## src/rtl/core/otci_pkg.sv

```systemverilog
package otci_pkg;

  // default slot limit
  localparam int MAX_SLOTS_DEF = 64;

  // container layout
  localparam logic [31:0] HDR_LEN    = 32'd8;
  localparam logic [31:0] MAGIC_LEN  = 32'd4;
  localparam logic [31:0] MAGIC_WORD = 32'h0043_4150;

  // status codes
  localparam logic [2:0] ST_OK          = 3'd0;
  localparam logic [2:0] ST_MAGIC       = 3'd1;
  localparam logic [2:0] ST_TRUNC_HDR   = 3'd2;
  localparam logic [2:0] ST_OVER_CAP    = 3'd3;
  localparam logic [2:0] ST_TRUNC_TABLE = 3'd4;

  // slot kinds
  localparam logic [1:0] KIND_EMPTY = 2'd0;
  localparam logic [1:0] KIND_VALID = 2'd1;
  localparam logic [1:0] KIND_RANGE = 2'd2;

  // commands from controller to datapath
  typedef struct packed {
    logic absorb;
    logic check;
    logic latch_i;
    logic cmp_en;
    logic cmp_self;
    logic form;
    logic last_slot;
    logic clear;
  } cmd_t;

endpackage

```

## src/rtl/core/otci_dp.sv

```systemverilog
module otci_dp #(
  parameter int MAX_SLOTS = otci_pkg::MAX_SLOTS_DEF,
  parameter int IDX_W     = 6,
  parameter int CNT_W     = 7
) (
  input  logic                 clk,
  input  logic                 rst,
  input  otci_pkg::cmd_t       cmd,
  input  logic [IDX_W-1:0]     rd_addr,
  input  logic [IDX_W-1:0]     slot,
  input  logic [7:0]           data_byte,
  output logic                 single,
  output logic [IDX_W-1:0]     n_m1,
  output logic [CNT_W-1:0]     n_cnt,
  output logic [2:0]           status,
  output logic                 entry_present,
  output logic [5:0]           slot_num,
  output logic [1:0]           entry_kind,
  output logic [31:0]          entry_offset,
  output logic [31:0]          entry_size,
  output logic                 duplicate_seen,
  output logic [31:0]          declared_slots,
  output logic [31:0]          total_size,
  output logic                 last_result
);

  // framing state
  logic [31:0] pos;
  logic [63:0] hdr;
  logic [23:0] word_low;
  logic        dup;

  // offset table
  logic [31:0] mem [MAX_SLOTS];
  logic [31:0] mem_q;

  // check and scan registers
  logic [2:0]  status_q;
  logic        single_q;
  logic [31:0] tab_end;
  logic [31:0] oi;
  logic        vi;
  logic [31:0] end_acc;

  logic [31:0] n;
  logic [31:0] rel;
  logic [31:0] tail;
  logic        in_table;
  logic [2:0]  status_c;
  logic        vj;

  assign n    = hdr[63:32];
  assign rel  = pos - otci_pkg::HDR_LEN;
  assign tail = pos - otci_pkg::HDR_LEN;
  assign in_table = (n <= 32'(MAX_SLOTS)) && ({2'b00, rel[31:2]} < n);

  assign n_m1  = IDX_W'(n - 32'd1);
  assign n_cnt = n[CNT_W-1:0];
  assign single = single_q;

  // slot offset is in range
  function automatic logic in_range(input logic [31:0] o, input logic [31:0] te,
                                    input logic [31:0] tot);
    in_range = (o != 32'd0) && (o >= te) && (o < tot);
  endfunction

  assign vj = in_range(mem_q, tab_end, pos);

  // header checks
  always_comb begin
    if (pos < otci_pkg::MAGIC_LEN || hdr[31:0] != otci_pkg::MAGIC_WORD) begin
      status_c = otci_pkg::ST_MAGIC;
    end else if (pos < otci_pkg::HDR_LEN) begin
      status_c = otci_pkg::ST_TRUNC_HDR;
    end else if (n > 32'(MAX_SLOTS)) begin
      status_c = otci_pkg::ST_OVER_CAP;
    end else if ({n, 2'b00} > {2'b00, tail}) begin
      status_c = otci_pkg::ST_TRUNC_TABLE;
    end else begin
      status_c = otci_pkg::ST_OK;
    end
  end

  // byte capture and frame counters
  always_ff @(posedge clk) begin
    if (rst) begin
      pos <= '0;
      hdr <= '0;
      dup <= 1'b0;
    end else if (cmd.clear) begin
      pos <= '0;
      hdr <= '0;
      dup <= 1'b0;
    end else begin
      if (cmd.absorb) begin
        if (pos < otci_pkg::HDR_LEN) begin
          hdr[8*pos[2:0] +: 8] <= data_byte;
        end
        if (pos != 32'hFFFF_FFFF) begin
          pos <= pos + 32'd1;
        end
      end
      if (cmd.cmp_en && vi && vj && !cmd.cmp_self && mem_q == oi) begin
        dup <= 1'b1;
      end
    end
  end

  // table word assembly
  always_ff @(posedge clk) begin
    if (cmd.absorb && pos >= otci_pkg::HDR_LEN && in_table) begin
      case (rel[1:0])
        2'd0: word_low[7:0]   <= data_byte;
        2'd1: word_low[15:8]  <= data_byte;
        2'd2: word_low[23:16] <= data_byte;
        default: mem[rel[IDX_W+1:2]] <= {data_byte, word_low};
      endcase
    end
  end

  // table read port
  always_ff @(posedge clk) begin
    mem_q <= mem[rd_addr];
  end

  // check result and slot scan
  always_ff @(posedge clk) begin
    if (cmd.check) begin
      status_q  <= status_c;
      single_q  <= (status_c != otci_pkg::ST_OK) || (n == 32'd0);
      tab_end   <= otci_pkg::HDR_LEN + {n[29:0], 2'b00};
    end
    if (cmd.latch_i) begin
      oi      <= mem_q;
      vi      <= in_range(mem_q, tab_end, pos);
      end_acc <= pos;
    end else if (cmd.cmp_en && vj && mem_q > oi && mem_q < end_acc) begin
      end_acc <= mem_q;
    end
  end

  // result word
  always_ff @(posedge clk) begin
    if (cmd.form) begin
      total_size <= pos;
      if (single_q) begin
        status         <= status_q;
        entry_present  <= 1'b0;
        slot_num       <= '0;
        entry_kind     <= otci_pkg::KIND_EMPTY;
        entry_offset   <= '0;
        entry_size     <= '0;
        duplicate_seen <= 1'b0;
        declared_slots <= (status_q == otci_pkg::ST_MAGIC ||
                           status_q == otci_pkg::ST_TRUNC_HDR) ? 32'd0 : n;
        last_result    <= 1'b1;
      end else begin
        status         <= otci_pkg::ST_OK;
        entry_present  <= 1'b1;
        slot_num       <= 6'(slot);
        duplicate_seen <= dup;
        declared_slots <= n;
        last_result    <= cmd.last_slot;
        if (oi == 32'd0) begin
          entry_kind   <= otci_pkg::KIND_EMPTY;
          entry_offset <= '0;
          entry_size   <= '0;
        end else if (!vi) begin
          entry_kind   <= otci_pkg::KIND_RANGE;
          entry_offset <= '0;
          entry_size   <= '0;
        end else begin
          entry_kind   <= otci_pkg::KIND_VALID;
          entry_offset <= oi;
          entry_size   <= end_acc - oi;
        end
      end
    end
  end

endmodule

```

## src/rtl/core/otci_ctrl.sv

```systemverilog
module otci_ctrl #(
  parameter int IDX_W = 6,
  parameter int CNT_W = 7
) (
  input  logic             clk,
  input  logic             rst,
  input  logic             in_valid,
  input  logic             last,
  input  logic             empty_resource,
  input  logic             out_stall,
  input  logic             single,
  input  logic [IDX_W-1:0] n_m1,
  input  logic [CNT_W-1:0] n_cnt,
  output logic             in_stall,
  output logic             out_valid,
  output otci_pkg::cmd_t   cmd,
  output logic [IDX_W-1:0] rd_addr,
  output logic [IDX_W-1:0] slot
);

  localparam logic [2:0] S_LOAD   = 3'd0;
  localparam logic [2:0] S_CHECK  = 3'd1;
  localparam logic [2:0] S_ROUTE  = 3'd2;
  localparam logic [2:0] S_RD_I   = 3'd3;
  localparam logic [2:0] S_LATCH  = 3'd4;
  localparam logic [2:0] S_SCAN   = 3'd5;
  localparam logic [2:0] S_FORM   = 3'd6;
  localparam logic [2:0] S_OUT    = 3'd7;

  logic [2:0]       state, state_next;
  logic [IDX_W-1:0] i, i_next;
  logic [CNT_W-1:0] j, j_next;
  logic             round, round_next;
  logic             self_q, self_next;
  logic             accept;

  assign in_stall  = (state != S_LOAD);
  assign out_valid = (state == S_OUT);
  assign accept    = in_valid && (state == S_LOAD);
  assign slot      = i;

  // sequencer
  always_comb begin
    state_next = state;
    i_next     = i;
    j_next     = j;
    round_next = round;
    self_next  = self_q;
    cmd        = '0;
    rd_addr    = i;
    case (state)
      S_LOAD: begin
        cmd.absorb = accept && !empty_resource;
        if (accept && (last || empty_resource)) begin
          state_next = S_CHECK;
        end
      end
      S_CHECK: begin
        cmd.check  = 1'b1;
        state_next = S_ROUTE;
      end
      S_ROUTE: begin
        i_next     = '0;
        round_next = 1'b0;
        state_next = single ? S_FORM : S_RD_I;
      end
      S_RD_I: begin
        rd_addr    = i;
        state_next = S_LATCH;
      end
      S_LATCH: begin
        cmd.latch_i = 1'b1;
        rd_addr     = '0;
        j_next      = CNT_W'(1);
        self_next   = (i == '0);
        state_next  = S_SCAN;
      end
      S_SCAN: begin
        cmd.cmp_en   = 1'b1;
        cmd.cmp_self = self_q;
        if (j == n_cnt) begin
          if (round) begin
            state_next = S_FORM;
          end else begin
            if (i == n_m1) begin
              round_next = 1'b1;
              i_next     = '0;
            end else begin
              i_next = i + IDX_W'(1);
            end
            state_next = S_RD_I;
          end
        end else begin
          rd_addr   = j[IDX_W-1:0];
          j_next    = j + CNT_W'(1);
          self_next = (j[IDX_W-1:0] == i);
        end
      end
      S_FORM: begin
        cmd.form      = 1'b1;
        cmd.last_slot = (i == n_m1);
        state_next    = S_OUT;
      end
      S_OUT: begin
        if (!out_stall) begin
          if (single || i == n_m1) begin
            cmd.clear  = 1'b1;
            state_next = S_LOAD;
          end else begin
            i_next     = i + IDX_W'(1);
            state_next = S_RD_I;
          end
        end
      end
      default: begin
        state_next = S_LOAD;
      end
    endcase
  end

  // state registers
  always_ff @(posedge clk) begin
    if (rst) begin
      state  <= S_LOAD;
      i      <= '0;
      j      <= '0;
      round  <= 1'b0;
      self_q <= 1'b0;
    end else begin
      state  <= state_next;
      i      <= i_next;
      j      <= j_next;
      round  <= round_next;
      self_q <= self_next;
    end
  end

endmodule

```

## src/rtl/core/offset_table_container_indexer.sv

```systemverilog
// Container offset-table indexer. Bytes of a container enter one per cycle while
// in_stall is low; last marks the final byte, and empty_resource ends the container
// without carrying a byte. The block checks the magic word, the slot count against
// MAX_SLOTS and the table length, and stores the little-endian offset table in an
// internal memory. After the end marker it runs the header checks in S_CHECK and S_ROUTE;
// an error or a zero slot count then gives one result word through S_FORM and S_OUT. Otherwise
// every slot entry is compared against every other entry through the single table
// read port, in two passes (the first settles the duplicate flag, the second infers
// sizes and emits): in each pass a slot goes through S_RD_I, S_LATCH and S_SCAN, and
// in the second pass S_FORM and S_OUT then form and present its result, which waits in
// S_OUT while the output is stalled. No new byte is taken
// until the final result word has been accepted.
module offset_table_container_indexer #(
  parameter int MAX_SLOTS = otci_pkg::MAX_SLOTS_DEF
) (
  input  logic        clk,
  input  logic        rst,
  input  logic        in_valid,
  output logic        in_stall,
  input  logic [7:0]  data_byte,
  input  logic        last,
  input  logic        empty_resource,
  output logic        out_valid,
  input  logic        out_stall,
  output logic [2:0]  status,
  output logic        entry_present,
  output logic [5:0]  slot_num,
  output logic [1:0]  entry_kind,
  output logic [31:0] entry_offset,
  output logic [31:0] entry_size,
  output logic        duplicate_seen,
  output logic [31:0] declared_slots,
  output logic [31:0] total_size,
  output logic        last_result
);

  localparam int IDX_W = (MAX_SLOTS > 1) ? $clog2(MAX_SLOTS) : 1;
  localparam int CNT_W = $clog2(MAX_SLOTS + 1);

  otci_pkg::cmd_t   cmd;
  logic [IDX_W-1:0] rd_addr;
  logic [IDX_W-1:0] slot;
  logic             single;
  logic [IDX_W-1:0] n_m1;
  logic [CNT_W-1:0] n_cnt;

  // sequencer
  otci_ctrl #(
    .IDX_W (IDX_W),
    .CNT_W (CNT_W)
  ) u_ctrl (
    .clk            (clk),
    .rst            (rst),
    .in_valid       (in_valid),
    .last           (last),
    .empty_resource (empty_resource),
    .out_stall      (out_stall),
    .single         (single),
    .n_m1           (n_m1),
    .n_cnt          (n_cnt),
    .in_stall       (in_stall),
    .out_valid      (out_valid),
    .cmd            (cmd),
    .rd_addr        (rd_addr),
    .slot           (slot)
  );

  // capture, table memory and slot scan
  otci_dp #(
    .MAX_SLOTS (MAX_SLOTS),
    .IDX_W     (IDX_W),
    .CNT_W     (CNT_W)
  ) u_dp (
    .clk            (clk),
    .rst            (rst),
    .cmd            (cmd),
    .rd_addr        (rd_addr),
    .slot           (slot),
    .data_byte      (data_byte),
    .single         (single),
    .n_m1           (n_m1),
    .n_cnt          (n_cnt),
    .status         (status),
    .entry_present  (entry_present),
    .slot_num       (slot_num),
    .entry_kind     (entry_kind),
    .entry_offset   (entry_offset),
    .entry_size     (entry_size),
    .duplicate_seen (duplicate_seen),
    .declared_slots (declared_slots),
    .total_size     (total_size),
    .last_result    (last_result)
  );

endmodule

```

## config.mk

```make
export PLATFORM = sky130hd
export DESIGN_NAME = offset_table_container_indexer
export DESIGN_NICKNAME = d
export VERILOG_FILES = /design/src/rtl/core/otci_pkg.sv /design/src/rtl/core/otci_dp.sv /design/src/rtl/core/otci_ctrl.sv /design/src/rtl/core/offset_table_container_indexer.sv
export SDC_FILE = /design/constraint.sdc
export NUM_CORES = 2
export LEC_CHECK = 0
export ABC_AREA = 0
export BUFFER_PORTS_ARGS = -buffer_cell sky130_fd_sc_hd__buf_2
export CAP_MARGIN = 20
export CORE_AREA = 2 2 411 413
export CTS_BUF_LIST = sky130_fd_sc_hd__clkbuf_8
export CTS_CLUSTER_DIAMETER = 80
export DETAILED_ROUTE_END_ITERATION = 7
export DIE_AREA = 0 0 413 415
export MAX_ROUTING_LAYER = met4
export PLACE_DENSITY = 0.74
export SKIP_LAST_GASP = 1
export SLEW_MARGIN = 20
export SYNTH_ARGS = -nofsm -noshare
export SYNTH_HDL_FRONTEND = slang
export SYNTH_SLANG_ARGS = --single-unit
```

## constraint.sdc

```tcl
create_clock -name clk -period 8.7 [get_ports clk]
set_clock_uncertainty 0.15 [all_clocks]
set_input_delay 2.61 -clock clk [delete_from_list [all_inputs] [get_ports clk]]
set_output_delay 2.61 -clock clk [all_outputs]
set_load 0.1 [all_outputs]
```

# [Word-level counts from Yosys, hierarchy flattened]
# Memory sizes are Yosys's and may differ from the RTL's. A register that Yosys moved wholly into a read port is not among the register bits.
# Index checks and enable logic that the tools add are counted.
[classes] addsub=8 order_cmp=11 n_eq_ne=23 shifts=2 muxes=45 n_bitwise=1 n_reduce_logical=47
[op_table] op="$mux 32" n=4
[op_table] op="$bwmux 64" n=1
[op_table] op="$logic_not 32->1" n=2
[op_table] op="$lt 32x32->1" n=2
[op_table] op="$shift 8x34->64 const A" n=1
[op_table] op="$shiftx 8x34->64" n=1
[op_table] op="$mux 6" n=6
[op_table] op="$gt 34x32->1" n=1
[op_table] op="$neg 6->34" n=1
[op_table] op="$add 32x1->32 const B" n=1
[op_table] op="$add 4x32->32 const A" n=1
[op_table] op="$eq 32x32->1" n=1
[op_table] op="$ge 32x32->1" n=1
[op_table] op="$ge 32x4->1 const B" n=1
[op_table] op="$gt 32x32->1" n=1
[op_table] op="$gt 32x7->1 const B" n=1
[op_table] op="$le 32x7->1 const B" n=1
[op_table] op="$lt 30x32->1" n=1
[op_table] op="$lt 32x3->1 const B" n=1
[op_table] op="$lt 32x4->1 const B" n=1
[op_table] op="$ne 32x23->1 const B" n=1
[op_table] op="$ne 32x32->1 const B" n=1
[op_table] op="$reduce_bool 32->1" n=1
[op_table] op="$sub 32x32->32" n=1
[op_table] op="36 further kinds" n=103
[word_totals] ff_bits=382 mem_bits_rw=2048 output_inout_bits=144 word_cells=165 n_memories=1
[memory_table] name="u_dp.mem" words=64 word_bits=32 read_ports=1 rd_clocked_by_memory_dff=1 wr=1 line="otci_dp.sv:34" text="logic [31:0] mem [MAX_SLOTS];"

# [Logic depth before layout (Yosys ltp)]
[logic_depth] word_depth=8 depth_mapped=20 depth_no_buf=18

# [Modules after synthesis]
# From an unflattened synthesis, not the netlist that was laid out.
[hier_totals] cells_unflattened=5171 hier_area_um2=100251.1
[by_module_without_submodules] module="otci_dp" n_inst=1 cells_per_inst=4998 area_each_um2=98883.6
[by_module_without_submodules] module="otci_ctrl" n_inst=1 cells_per_inst=173 area_each_um2=1367.6

# [Least setup slack after synthesis]
# No wires, ideal clock.
[synth_timing] path_kind="register -> register" startpoint="register u_ctrl.state[1]" endpoint="register u_dp.declared_slots[0], enable pin" t_arrival_ns=6.662 required_time_ns=7.905 slack_ns=1.243 stages_incl_launch_ff=4 n_path_buf=1 path_cell_list="dfxtp_1 > clkbuf_1 > nand2_1 > nor2_1"
[synth_between] elab_chain_cells=2
[synth_lines] element="start: declaration" line="otci_ctrl.sv:30" text="logic [2:0] state, state_next;"
[synth_lines] element="start signal: assignment" line="otci_ctrl.sv:130" text="state <= state_next;"
[synth_lines] element="$eq 3x3->1" line="otci_ctrl.sv:51" text="case (state)"
[synth_lines] element="$mux 2" line="otci_ctrl.sv:51"
[synth_lines] element="end signal: assignment" line="otci_dp.sv:154" text="declared_slots <= (status_q == otci_pkg::ST_MAGIC ||"
[synth_lines] element="end signal: assignment" line="otci_dp.sv:162" text="declared_slots <= n;"
[synth_lines] element="end: declaration" line="otci_dp.sv:22" text="output logic [31:0] declared_slots,"
# Every way passes these cells.
# A chain may end at the register's enable or synchronous reset.

# [Worst setup path in the final report]
[layout_timing] startpoint="register u_ctrl.state[2]" endpoint="register u_dp.mem_q[10] (read register of u_dp.mem)"
[layout_between] elab_chain_cells=2 elab_cells_between_ends=3 classes_between="2 x eq/ne; 1 x mux"
[layout_lines] element="$eq 3x3->1" line="otci_ctrl.sv:51"
[layout_lines] element="$pmux 6 s2 (*)" line="otci_ctrl.sv:51"
[layout_lines] element="end: declaration" line="otci_dp.sv:35" text="logic [31:0] mem_q;"
# Mark *: on every way between the ends. The rest lies on a longest branch, timed or not.

==> metrics.log <==
[metrics] number of max-cap violations: 0
[metrics] number of cells on the worst hold path: 2
[metrics] min setup slack post-route: 2.34 ns
[metrics] average cell area after synthesis: 17.8 um^2
[metrics] Slew @ Worst Pin: 1.19 ns
[metrics] final setup vio count: 0
[metrics] Max Fanout on Critical Path: 101
[metrics] number of standard cells in the layout, taps in and fillers out: 8553
[metrics] area enclosed by the die boundary: 0.171 mm^2
[metrics] hold worst-path end: u_dp.hdr[20]
[metrics] dominant register cell in the synthesized netlist: sky130_fd_sc_hd__edfxtp_1
[metrics] number of cell instances on the worst register-to-register path: 13
[metrics] total half-perimeter wirelength after legalization and detailed placement: 174 mm
[metrics] hold buffer count at CTS: 0
[metrics] switching share of power: 0.260
[metrics] Nets: 6282
[metrics] hold violation total from the final report: 0
[metrics] Final Cycle Share: 0.731
[metrics] DRC: 0
[metrics] placed cells: 7826
[metrics] number of nets in the synthesized netlist: 5846
[metrics] unrepaired setup endpoints after global routing: false
[metrics] count of cell types in the netlist: 80
[metrics] Hold Path Class: reg -> reg
[metrics] largest net degree at the start of global routing: 103
[metrics] share of cells above drive strength 1: 0.215
[metrics] post-synthesis sequential area ratio: 0.727
[metrics] total length of routed met3 wires: 35.0 mm
[metrics] layout overhead on the synthesized area: 11.6%
[metrics] setup slack at placement: 2.51 ns
[metrics] compound-gate portion of the synthesized area: 0.0420
[metrics] clock tree from TritonCTS: done
[metrics] die width: 413 um
[metrics] Met2 Routed Length: 127 mm
[metrics] portion of total power attributed to the clock network: 0.350
[metrics] 1st-iter DRT viols: 8516
[metrics] routed metal-1 wirelength: 99.7 mm
[metrics] top-area cell type share of the netlist area: 0.697
[metrics] total area of multi-input combinational cells: 0.0260 mm^2
[metrics] wire length of the first global-routing pass: 386 mm
[metrics] post-route setup TNS: 0 ns
[metrics] Detailed Route WL: 275 mm
[metrics] vias in the first global route: 53600
[metrics] area share of xor/xnor cells in the synthesized design: 0.0120
[metrics] async set-or-reset flop fraction in the synthesized netlist: 0
[metrics] portion of total power attributed to sequential cells: 0.513
[metrics] Achievable Freq: 157 MHz
[metrics] number of buffers added by the clock tree synthesis step: 394
[metrics] Synth Area in Adders: 0.0295
[metrics] die span in y: 415 um
[metrics] WP data arrival: 7.19 ns
[metrics] dominant combinational cell family by area after synthesis: multiplexers
[metrics] number of antenna violations at the first check in global routing: 13
[metrics] worst slew margin relative to its limit: 0.205
[metrics] core footprint: 0.167 mm^2
[metrics] Clock H-tree levels: 5
[metrics] routed via count: 56100
[metrics] floorplan row count: 150
[metrics] Slew Viols, Final: 0
[metrics] cell internal power dissipation: 0.0192 W
[metrics] Hold Crit Start: u_dp.hdr[20]
[metrics] portion of total power attributed to combinational logic: 0.137
[metrics] WS Path Type: reg -> reg
[metrics] Synthesis Warnings: 0
[metrics] cells resized by post-CTS repair: 0
[metrics] CP endpoint kind: register
[metrics] Post-DP Area: 0.104 mm^2
[metrics] main area contributors after synthesis: sky130_fd_sc_hd__edfxtp_1, sky130_fd_sc_hd__mux4_2, sky130_fd_sc_hd__dfxtp_1
[metrics] combined area of all synthesized cells: 0.0996 mm^2
[metrics] Worst-path clk slew: 0.06 ns
[metrics] maximum number of buffers from clock root to sink: 4
[metrics] number of primary I/O pins: 158
[metrics] final worst path period need: 6.36 ns
[metrics] CTS Root Cell: sky130_fd_sc_hd__clkbuf_8
[metrics] worst supply voltage drop on vdd: 0.176 mV
[metrics] Worst-Skew Late Latency: 1.10 ns
[metrics] share of synthesized cell area in and, or, nand and nor gates: 0.0558
[metrics] aggregate global-route resource usage: 0.330
[metrics] proportion of synthesized area in mux cells: 0.115
[metrics] routed length per instance: 32.2 um
[metrics] leading area contributor after synthesis: sky130_fd_sc_hd__edfxtp_1
[metrics] instance count of the mapped netlist: 5598
[metrics] required time at the worst-slack endpoint: 9.53 ns
[metrics] number of enable-type register cells in the synthesized netlist: 2313
[metrics] outcome: complete, no violations
[metrics] critical path startpoint category: register
[metrics] number of setup buffers added after CTS: 0
[metrics] top layer in use: met4
[metrics] GRT Residual Overflow: 0
[metrics] count of clock tree sinks: 2460
[metrics] pwr dens: 233 mW/mm^2
[metrics] net switching component of the power: 0.00674 W
[metrics] length of the first detailed-routing pass in iterations: 6
[metrics] effective utilization at floorplan: 0.598
[metrics] Layout Cell Area excl Fill: 0.111 mm^2
[metrics] launch point of the worst reg-to-reg path: u_ctrl.state[2]
[metrics] critical register-to-register path endpoint: u_dp.mem_q[10]
[metrics] fill cell count: 10800
[metrics] detail-routed via count per cell: 6.56
[metrics] Routed Antenna Nets: 0
[metrics] final weighted congestion of routability-driven global placement: 1.05
[metrics] Leakage: 37.4 nW
[metrics] most frequent standard cell in the layout excluding fill and tap cells: sky130_fd_sc_hd__edfxtp_1
[metrics] register bit total from synthesis: 2460
[metrics] commonest cells after routing, fill and taps aside: sky130_fd_sc_hd__edfxtp_1, sky130_fd_sc_hd__mux4_2, sky130_fd_sc_hd__clkbuf_8, sky130_fd_sc_hd__inv_1, sky130_fd_sc_hd__nand2_1
[metrics] worst reg2reg setup slack: 2.34 ns
[metrics] count of buffers inserted at the top-level ports: 157
[metrics] sequential cell area: 0.0724 mm^2
-- worst max path at each step --
stage                              to            start  cells after the start
2_1_floorplan  u_dp.declared_slots[0]  u_ctrl.state[1]                      3
3_3_place_gp           u_dp.mem_q[10]  u_ctrl.state[2]                     13
3_5_place_dp           u_dp.mem_q[10]  u_ctrl.state[2]                     13
4_1_cts                u_dp.mem_q[10]  u_ctrl.state[2]                     13
5_1_grt                u_dp.mem_q[10]  u_ctrl.state[2]                     13
6_report               u_dp.mem_q[10]  u_ctrl.state[2]                     13
-- per-layer routing --
metal / vias up / track usage
met1: 28400 / 0.446
met3: 618 / 0.0858
met4: 0 / 0.146
li1: 23300 / -
met2: 3763 / 0.479
met5: - / -
-- critical path, cell delays in order, from the launching register on --
cell and delay, ns:
sky130_fd_sc_hd__dfxtp_1 0.47, sky130_fd_sc_hd__inv_1 0.15, sky130_fd_sc_hd__or3_2 0.42, sky130_fd_sc_hd__buf_4 0.31, sky130_fd_sc_hd__inv_2 0.10, sky130_fd_sc_hd__buf_4 0.49, sky130_fd_sc_hd__nor2_1 0.17, sky130_fd_sc_hd__mux2i_4 0.26
sky130_fd_sc_hd__buf_12 0.36, sky130_fd_sc_hd__buf_12 0.57, sky130_fd_sc_hd__mux4_2 0.60, sky130_fd_sc_hd__a22oi_1 0.69, sky130_fd_sc_hd__nand4_1 0.68, sky130_fd_sc_hd__or2_2 0.51
-- registers in the layout (all words and copies together), names as in the netlist, 6 cells and up --
register,flops
u_dp.entry_offset,32
u_ctrl.slot,6
u_dp.slot_num,6
u_dp.oi,32
u_dp.pos,32
u_dp.total_size,32
u_ctrl.j,7
u_dp.declared_slots,32
u_dp.mem_q,32
u_dp.mem,2048
u_dp.end_acc,32
u_dp.word_low,24
u_dp.tab_end,30
u_dp.hdr,64
u_dp.entry_size,32
-- logic make-up (layout without fill, tap and decap cells) --
kind of cell,after synthesis,count (layout)
other cells,0,14
flops,2460,2460
buf+inv,460,1197
compound gates,625,625
mux,561,561
fa+ha+maj,234,234
xor+xnor,136,136
simple gates,1122,1122
-- through the flow --
stage | hold WS [ns] | power (W) | utilization
floorplan | 0.284 | 0.0160 | -
global placement | 0.317 | 0.0170 | 0.622
detailed placement | 0.330 | 0.0170 | 0.622
CTS | 0.346 | 0.0260 | 0.665
global route | 0.366 | 0.0267 | 0.667
finish | 0.343 | 0.0259 | 0.667
-- power by group through the flow --
stage          clock network, W  logic [W]  registers (W)
3_5_place_dp                  0    0.00352         0.0135
6_report                0.00909    0.00354         0.0133
4_1_cts                 0.00917    0.00353         0.0133
2_1_floorplan                 0    0.00251         0.0135
3_3_place_gp                  0    0.00347         0.0135
5_1_grt                 0.00966    0.00378         0.0133
-- cell type report --
| cell class | instances | share of cell area |
|---|---|---|
| Inverter | 221 | 0.00746 |
| Antenna cell | 14 | 0.000315 |
| Sequential cell | 2460 | 0.651 |
| Clock inverter | 274 | 0.0118 |
| Tap cell | 2204 | 0.0248 |
| Clock buffer | 423 | 0.0524 |
| Timing Repair Buffer | 279 | 0.0182 |
| Multi-Input combinational cell | 2678 | 0.234 |
-- cells in the mapped netlist, drive strengths merged (13+ instances only) --
cell and count:
a21oi 128, mux2i 92, ha 233, nand3b 15
dfxtp 147, nand2b 26, a21o 52, xnor2 110
clkbuf 124, edfxtp 2313, inv 219, and2 58
mux4 464, nand2 279, and3 29, nand4 111
buf 115, or2 24, a31oi 21, nor4 51
nor2b 27, a22oi 212, nand3 89, nor3 55
nor2 314, xor2 26, or3 17, a211oi 13
o21ai 102
Power figures use the tool's default switching activity.
